File: src/iqu_pkg.sv
`timescale 1ns / 1ps
// ----------------------------------------------------------------------------
// iqu_pkg: shared types and constants of the word-aligned I/Q unpacker
// Item layouts, configuration register map and field widths.
// ----------------------------------------------------------------------------
package iqu_pkg;

    // field widths
    localparam int HALF_W     = 16;
    localparam int SAMPLE_W   = 12;
    localparam int MARKER_BIT = 12;
    localparam int PKT_LEN_W  = 17;
    localparam int CFG_IDX_W  = 8;
    localparam int CFG_DATA_W = 17;
    localparam int S_TDATA_W  = 2 * HALF_W;
    localparam int M_TDATA_W  = 2 * SAMPLE_W;

    // configuration register indexes
    localparam logic [CFG_IDX_W-1:0] CFG_FRAME_START    = 8'd0;
    localparam logic [CFG_IDX_W-1:0] CFG_PACKET_SAMPLES = 8'd1;

    // reset values of the configuration registers
    localparam logic                 FRAME_START_RST    = 1'b0;
    localparam logic [PKT_LEN_W-1:0] PACKET_SAMPLES_RST = 17'd4096;

    typedef struct packed {
        logic                 frame_start;
        logic [PKT_LEN_W-1:0] packet_samples;
    } t_cfg;

    typedef struct packed {
        logic              buffer_first;
        logic [HALF_W-1:0] high_half;
        logic [HALF_W-1:0] low_half;
    } t_in_item;

    typedef struct packed {
        logic                       packet_last;
        logic signed [SAMPLE_W-1:0] q_sample;
        logic signed [SAMPLE_W-1:0] i_sample;
    } t_out_item;

endpackage

File: src/iqu_cfg_regs.sv
`timescale 1ns / 1ps
// ----------------------------------------------------------------------------
// iqu_cfg_regs: configuration registers
// Holds frame start polarity and packet length; writes to unknown indexes
// are dropped.
// ----------------------------------------------------------------------------
module iqu_cfg_regs (
    input  logic                          i_clk,
    input  logic                          i_rst_n,
    input  logic                          i_cfg_valid,
    output logic                          o_cfg_ready,
    input  logic [iqu_pkg::CFG_IDX_W-1:0] i_cfg_index,
    input  logic [iqu_pkg::CFG_DATA_W-1:0] i_cfg_data,
    output iqu_pkg::t_cfg                 o_cfg
);
    import iqu_pkg::*;

    t_cfg r_cfg;
    t_cfg n_cfg;

    // always ready for a write
    assign o_cfg_ready = 1'b1;
    assign o_cfg       = r_cfg;

    // register index decode
    always_comb begin
        n_cfg = r_cfg;
        if (i_cfg_valid) begin
            unique case (i_cfg_index)
                CFG_FRAME_START:    n_cfg.frame_start    = i_cfg_data[0];
                CFG_PACKET_SAMPLES: n_cfg.packet_samples = i_cfg_data[PKT_LEN_W-1:0];
                default:            n_cfg = r_cfg;
            endcase
        end
    end

    always_ff @(posedge i_clk) begin
        if (!i_rst_n) begin
            r_cfg.frame_start    <= FRAME_START_RST;
            r_cfg.packet_samples <= PACKET_SAMPLES_RST;
        end else begin
            r_cfg <= n_cfg;
        end
    end

endmodule

File: src/iqu_in_stage.sv
`timescale 1ns / 1ps
// ----------------------------------------------------------------------------
// iqu_in_stage: input register
// Captures one sample word per cycle while it is empty or the held item is
// taken; refills in the same cycle that the held item moves on.
// ----------------------------------------------------------------------------
module iqu_in_stage (
    input  logic              i_clk,
    input  logic              i_rst_n,
    input  logic              i_valid,
    output logic              o_ready,
    input  iqu_pkg::t_in_item i_item,
    output logic              o_valid,
    output iqu_pkg::t_in_item o_item,
    input  logic              i_take
);
    import iqu_pkg::*;

    logic     r_valid;
    t_in_item r_item;

    // free when empty or when the held item leaves this cycle
    assign o_ready = !r_valid || i_take;
    assign o_valid = r_valid;
    assign o_item  = r_item;

    always_ff @(posedge i_clk) begin
        if (!i_rst_n) begin
            r_valid <= 1'b0;
        end else if (i_valid && o_ready) begin
            r_valid <= 1'b1;
        end else if (i_take) begin
            r_valid <= 1'b0;
        end
    end

    // payload
    always_ff @(posedge i_clk) begin
        if (i_valid && o_ready) begin
            r_item <= i_item;
        end
    end

endmodule

File: src/iqu_unpack.sv
`timescale 1ns / 1ps
// ----------------------------------------------------------------------------
// iqu_unpack: alignment, sample split, packet marking and result register
// Decides alignment on the first word of a buffer, forms one I/Q pair per
// word and marks the pair that closes a packet.
// ----------------------------------------------------------------------------
module iqu_unpack #(
    parameter int MAX_PACKET_PAIRS = 65536
) (
    input  logic               i_clk,
    input  logic               i_rst_n,
    input  iqu_pkg::t_cfg      i_cfg,
    input  logic               i_valid,
    input  iqu_pkg::t_in_item  i_item,
    output logic               o_take,
    output logic               o_valid,
    input  logic               i_ready,
    output iqu_pkg::t_out_item o_result
);
    import iqu_pkg::*;

    localparam int                   CNT_W   = (MAX_PACKET_PAIRS > 1) ?
                                               $clog2(MAX_PACKET_PAIRS) : 1;
    localparam logic [PKT_LEN_W-1:0] MAX_LEN = PKT_LEN_W'(MAX_PACKET_PAIRS);

    logic                r_out_valid;
    t_out_item           r_out;
    logic                r_misaligned;
    logic [SAMPLE_W-1:0] r_held_i;
    logic [CNT_W-1:0]    r_count;

    logic                n_misaligned;
    logic [SAMPLE_W-1:0] n_held_i;
    logic [CNT_W-1:0]    n_count;
    t_out_item           n_out;
    logic [PKT_LEN_W-1:0] len_eff;
    logic [PKT_LEN_W-1:0] cnt_inc;
    logic                pkt_last;

    // item moves from the input register into the result register
    assign o_take   = i_valid && (!r_out_valid || i_ready);
    assign o_valid  = r_out_valid;
    assign o_result = r_out;

    // alignment and sample split
    always_comb begin
        n_misaligned = r_misaligned;
        if (i_item.buffer_first) begin
            n_misaligned = (i_item.low_half[MARKER_BIT] == i_cfg.frame_start);
        end
        n_held_i = r_held_i;
        if (n_misaligned) begin
            n_out.i_sample = r_held_i;
            n_out.q_sample = i_item.low_half[SAMPLE_W-1:0];
            n_held_i       = i_item.high_half[SAMPLE_W-1:0];
        end else begin
            n_out.i_sample = i_item.low_half[SAMPLE_W-1:0];
            n_out.q_sample = i_item.high_half[SAMPLE_W-1:0];
        end
        n_out.packet_last = pkt_last;
    end

    // packet length clamp and pair counter
    always_comb begin
        if (i_cfg.packet_samples == '0) begin
            len_eff = PKT_LEN_W'(1);
        end else if (i_cfg.packet_samples > MAX_LEN) begin
            len_eff = MAX_LEN;
        end else begin
            len_eff = i_cfg.packet_samples;
        end
        cnt_inc  = PKT_LEN_W'(r_count) + PKT_LEN_W'(1);
        pkt_last = (cnt_inc >= len_eff);
        n_count  = pkt_last ? '0 : cnt_inc[CNT_W-1:0];
    end

    // control and item state
    always_ff @(posedge i_clk) begin
        if (!i_rst_n) begin
            r_out_valid  <= 1'b0;
            r_misaligned <= 1'b0;
            r_held_i     <= '0;
            r_count      <= '0;
        end else if (o_take) begin
            r_out_valid  <= 1'b1;
            r_misaligned <= n_misaligned;
            r_held_i     <= n_held_i;
            r_count      <= n_count;
        end else if (i_ready) begin
            r_out_valid  <= 1'b0;
        end
    end

    // result payload
    always_ff @(posedge i_clk) begin
        if (o_take) begin
            r_out <= n_out;
        end
    end

    // a marked pair restarts the count
    a_last_clears_count: assert property (@(posedge i_clk) disable iff (!i_rst_n)
        o_take && n_out.packet_last |=> r_count == '0)
        else $error("pair count not cleared after last pair");

    // count moves only when an item is taken
    a_count_holds: assert property (@(posedge i_clk) disable iff (!i_rst_n)
        !o_take |=> $stable(r_count) && $stable(r_held_i))
        else $error("unpack state changed without an item");

    // aligned words leave the held I alone
    a_aligned_keeps_held: assert property (@(posedge i_clk) disable iff (!i_rst_n)
        o_take && !n_misaligned |=> r_held_i == $past(r_held_i))
        else $error("held I changed on an aligned word");

    // a waiting result is not overwritten
    a_no_overwrite: assert property (@(posedge i_clk) disable iff (!i_rst_n)
        r_out_valid && !i_ready |-> !o_take)
        else $error("result register overwritten while stalled");

endmodule

File: src/iq_unpack_word_aligned_top.sv
`timescale 1ns / 1ps
// ----------------------------------------------------------------------------
// iq_unpack_word_aligned_top: word-aligned I/Q unpacker
// Splits 32-bit sample words into signed 12-bit I/Q pairs, with
// alignment taken from the frame marker and packet end marking.
// ----------------------------------------------------------------------------
// a word accepted into the input register moves on into the result register and out on m_axis
// throughput: one word per cycle while m_axis is not stalled, set by the input register and result
// register each moving one item per cycle; a stall holds one result plus one input word
// reset: synchronous active low; clears valids, pair count, alignment, held I
// and loads frame_start = 0, packet_samples = 4096
// ----------------------------------------------------------------------------
module iq_unpack_word_aligned_top #(
    parameter int MAX_PACKET_PAIRS = 65536
) (
    input  logic                           i_clk,
    input  logic                           i_rst_n,
    // configuration write
    input  logic                           i_cfg_valid,
    output logic                           o_cfg_ready,
    input  logic [iqu_pkg::CFG_IDX_W-1:0]  i_cfg_index,
    input  logic [iqu_pkg::CFG_DATA_W-1:0] i_cfg_data,
    // input words
    input  logic                           s_axis_tvalid,
    output logic                           s_axis_tready,
    input  logic [iqu_pkg::S_TDATA_W-1:0]  s_axis_tdata,  // low_half[15:0], high_half[31:16]
    input  logic                           s_axis_tuser,  // buffer_first
    // output pairs
    output logic                           m_axis_tvalid,
    input  logic                           m_axis_tready,
    output logic [iqu_pkg::M_TDATA_W-1:0]  m_axis_tdata,  // i_sample[11:0], q_sample[23:12]
    output logic                           m_axis_tlast   // packet_last
);
    import iqu_pkg::*;

    t_cfg      cfg;
    t_in_item  s_item;
    t_in_item  held_item;
    t_out_item result;
    logic      held_valid;
    logic      take;

    // input packing
    assign s_item.low_half     = s_axis_tdata[HALF_W-1:0];
    assign s_item.high_half    = s_axis_tdata[S_TDATA_W-1:HALF_W];
    assign s_item.buffer_first = s_axis_tuser;

    iqu_cfg_regs u_cfg (
        .i_clk       (i_clk),
        .i_rst_n     (i_rst_n),
        .i_cfg_valid (i_cfg_valid),
        .o_cfg_ready (o_cfg_ready),
        .i_cfg_index (i_cfg_index),
        .i_cfg_data  (i_cfg_data),
        .o_cfg       (cfg)
    );

    iqu_in_stage u_in (
        .i_clk   (i_clk),
        .i_rst_n (i_rst_n),
        .i_valid (s_axis_tvalid),
        .o_ready (s_axis_tready),
        .i_item  (s_item),
        .o_valid (held_valid),
        .o_item  (held_item),
        .i_take  (take)
    );

    iqu_unpack #(
        .MAX_PACKET_PAIRS (MAX_PACKET_PAIRS)
    ) u_unpack (
        .i_clk    (i_clk),
        .i_rst_n  (i_rst_n),
        .i_cfg    (cfg),
        .i_valid  (held_valid),
        .i_item   (held_item),
        .o_take   (take),
        .o_valid  (m_axis_tvalid),
        .i_ready  (m_axis_tready),
        .o_result (result)
    );

    // output packing
    assign m_axis_tdata = {result.q_sample, result.i_sample};
    assign m_axis_tlast = result.packet_last;

endmodule
File: config.mk
export PLATFORM = sky130hd
export DESIGN_NAME = iq_unpack_word_aligned_top
export DESIGN_NICKNAME = d
export VERILOG_FILES = /design/src/iqu_pkg.sv /design/src/iqu_cfg_regs.sv /design/src/iqu_in_stage.sv /design/src/iqu_unpack.sv /design/src/iq_unpack_word_aligned_top.sv
export SDC_FILE = /design/constraint.sdc
export NUM_CORES = 1
export LEC_CHECK = 0
export BUFFER_PORTS_ARGS = -buffer_cell sky130_fd_sc_hd__clkbuf_2
export CAP_MARGIN = 15
export CORE_AREA = 3 3 100 102
export CTS_CLUSTER_DIAMETER = 120
export DETAILED_ROUTE_END_ITERATION = 7
export DIE_AREA = 0 0 103 105
export PLACE_DENSITY = 0.79
export REMOVE_ABC_BUFFERS = 1
export SLEW_MARGIN = 20
export SYNTH_ARGS = -nofsm -noshare
export SYNTH_HDL_FRONTEND = slang
export SYNTH_SLANG_ARGS = --single-unit
export TNS_END_PERCENT = 50
File: constraint.sdc
create_clock -name i_clk -period 4.15 [get_ports i_clk]
set_clock_uncertainty 0.2 [all_clocks]
set_input_delay 0.2075 -clock i_clk [delete_from_list [all_inputs] [get_ports i_clk]]
set_output_delay 0.2075 -clock i_clk [all_outputs]
set_load 0.02 [all_outputs]
==> flow_summary.ini <==
[hold_path]
min_to = u_cfg.o_cfg[17]
holdPathStages = 4
hold_start = i_cfg_index[0]
hold_class = in -> reg

[detailed_routing]
first_pass_iters = 4
wl_met1_mm = 4.16
via_per_inst = 5.29
wl_mm = 9.68
wl_met2_mm = 5.01
route.met3.wl_um = 380
drc_errors = 0
wire_per_inst_um = 14.9
num_vias = 3444
ant_nets = 0
dr.max_layer_used = met4
initialDrtViolationCount = 171

[global_routing]
grt_use_total_pct = 19.1
grt_pass1_vias = 3482
grt_antenna_before_repair = 0
gr-total-overflow = 0
grt_first_pass_wirelength_mm = 16.4
grt_max_degree = 54

[worst_setup_path]
r2r_slack_ps = 610
worstPathRequired_ps = 4250
cp_slowest_cell = dfxtp_1
r2r-start = u_unpack.r_count[0]
path_class = reg -> reg
cp_common_cell = ha_1
reg2reg_depth = 14
endpoint_kind = register
start_kind = register
cp_cell_sequence = ha_1 > nand3_2 > nor2_1 > and4_1 > xnor2_1 > inv_1 > ha_1 > a21o_1 > a221o_1 > nand2_1 > o211ai_1 > buf_4 > or4_1 > a21boi_1
r2r_end = u_unpack.r_count[0]
cp_slowest_stage_delay_ps = 440
path_max_fanout = 18
cp.arrival_ps = 3640

[clock_tree]
cts-root-buf = clkbuf_8
cts.path.max_buffers = 2
cts.clk_slew.worst_paths_ps = 100
cts_tree = built
hold_buffers = 46
cts_buffers = 9
ctsHtreeMaxLevel = 3
cts.sinks = 100
postCtsSetupRepairBufs = 0
postCtsResizedCells = 0
clk_latency_ps = 370

[layout]
area_growth_pct = 25.2
layout_commonest_cell = clkbuf_2
drive_above_1_share_pct = 25.7
most-common-layout-cells = 82 x clkbuf_2, 74 x nand2_1, 51 x edfxtp_1, 49 x dfxtp_1, 46 x dlygate4sd3_1
layout.nets = 616
fill_cells = 704
diodes = 0

[logic_synthesis]
synth_area_per_cell_um2 = 11.3
synth_flop_cell = edfxtp_1
yosys.area_share.simple_pct = 16.8
yosysUniqueCellTypes = 49
synth_edf_count = 51
yosys_warnings = 0
synthArstFlopShare_pct = 0
synth_seq_cells = 100
synth.area.mux_share_pct = 9.88
synth_area_mm2 = 0.00466
synth_top_family_by_area = simple AND/OR/NAND/NOR gates
synth_xor_area_share_pct = 2.82
syn_inst = 411
synth_compound_area_share_pct = 8.94
seq_area_frac_synth_pct = 53.9
synth_fa_ha_area_share_pct = 4.83

[power_and_ir_drop]
power_density_mw_per_mm2 = 324
p_total_mw = 1.89
ir_worst_vdd_mv = 0.237
p_leak_nw = 2.39

[floorplan]
die_area_mm2 = 0.0108
io_pins = 91
die_w_um = 103
rows = 35
initial_utilization_pct = 50.7
die_h_um = 105
coreArea_mm2 = 0.00920

[sta]
period_needed_ps = 3540
hold_viol_final = 0
fmax_mhz = 282
rsz0062_at_grt = no
final.setup.tns_ps = 0
worst_pin_slew_ps = 1040
setup_viol = 0
maxSlewViolCount = 0
final.period_utilization_pct = 85.3
relSlewSlack_pct = 30.3

[place]
place.gp.congestion = 0.807
hpwl_mm = 6.26
portBuffers = 82

[flow_run]
maxCapViolations = 0

[run_status]
outcome = complete, no violations
worst max-delay path by stage:
stage | cells past startpoint | slack, ps | from | endpoint
4_1_cts | 14 | 620 | u_unpack.r_count[0] | u_unpack.r_count[0]
6_report | 14 | 610 | u_unpack.r_count[0] | u_unpack.r_count[0]
3_3_place_gp | 14 | 710 | u_unpack.r_count[0] | u_unpack.r_count[0]
2_1_floorplan | 13 | 760 | u_unpack.r_count[0] | u_unpack.r_count[0]
3_5_place_dp | 14 | 660 | u_unpack.r_count[0] | u_unpack.r_count[0]
5_1_grt | 14 | 450 | u_unpack.r_count[0] | u_unpack.r_count[0]
per-stage QoR:
| stage | utilization, % | hold slack, ps | std cells | setup WS [ps] | instance area, um2 |
|---|---|---|---|---|---|
| global route | 63.5 | 43.2 | 651 | 446 | 5840 |
| floorplan | - | 69.4 | 390 | 758 | 4570 |
| finish | 63.5 | 36.0 | 651 | 610 | 5840 |
| global placement | 56.2 | 185 | 589 | 705 | 5170 |
| detailed placement | 56.2 | 186 | 589 | 665 | 5170 |
| CTS | 63.5 | 25.0 | 651 | 618 | 5840 |
flip-flops by register name, indices dropped and copies added (netlist names):
name / flops
u_cfg.o_cfg: 18
u_in.o_item: 26
u_in.o_valid: 1
u_unpack.o_result: 25
u_unpack.o_valid: 1
u_unpack.r_count: 16
u_unpack.r_held_i: 12
u_unpack.r_misaligned: 1
layer usage:
layer  global-route usage (%)  vias to the layer above
met5                        0                        -
met4                     5.74                        0
met3                     3.07                        9
met2                     33.2                       84
met1                     24.1                     1638
li1                         -                     1713
power breakdown:
group,switching (mW),internal [mW]
sequential,0.0150,1.08
clock,0.384,0.240
combinational,0.0843,0.0928
cell usage after synthesis (5+ instances only):
cell type | n | area, um2
a211o_1 | 5 | 43.8
a21boi_0 | 6 | 45.0
a21boi_1 | 11 | 82.6
a21oi_1 | 6 | 30.0
and2_1 | 9 | 56.3
buf_2 | 7 | 35.0
clkbuf_1 | 11 | 41.3
dfxtp_1 | 49 | 981
edfxtp_1 | 51 | 1530
ha_1 | 18 | 225
inv_1 | 8 | 30.0
mux2_2 | 24 | 270
mux2i_1 | 19 | 190
nand2_1 | 74 | 278
nand3_1 | 9 | 45.0
nand4_1 | 5 | 31.3
nor2b_1 | 20 | 125
nor4_1 | 6 | 37.5
or3_1 | 5 | 31.3
xnor2_1 | 9 | 78.8
xor2_1 | 6 | 52.6
kinds of logic (layout without fill, tap and decap cells):
| family | count (synthesis) | count (layout) |
|---|---|---|
| AND/OR/NAND/NOR | 152 | 152 |
| flip-flops | 100 | 100 |
| AO/OA/AOI/OAI | 52 | 52 |
| multiplexers | 43 | 43 |
| buffers and inverters | 30 | 159 |
| adder cells (fa/ha/maj) | 18 | 18 |
| XOR/XNOR | 15 | 15 |
| other | 1 | 1 |
worst max-delay path: cells and delay by family (launching register included):
kind                     cells  cell delay [ps]
adder cells (fa/ha/maj)      2              580
AO/OA/AOI/OAI                4              670
AND/OR/NAND/NOR              5             1160
XOR/XNOR                     1              150
flip-flops                   1              440
buffers and inverters        2              280
layout make-up:
cell class | instances | area, um2 | share of cell area (%)
Sequential cell | 100 | 2510 | 43.0
Multi-Input combinational cell | 281 | 2030 | 34.8
Timing Repair Buffer | 134 | 916 | 15.7
Tap cell | 111 | 139 | 2.38
Clock buffer | 9 | 124 | 2.12
Clock inverter | 7 | 80.1 | 1.37
Inverter | 9 | 33.8 | 0.579
Note: power is estimated with default switching activity, not from simulation.
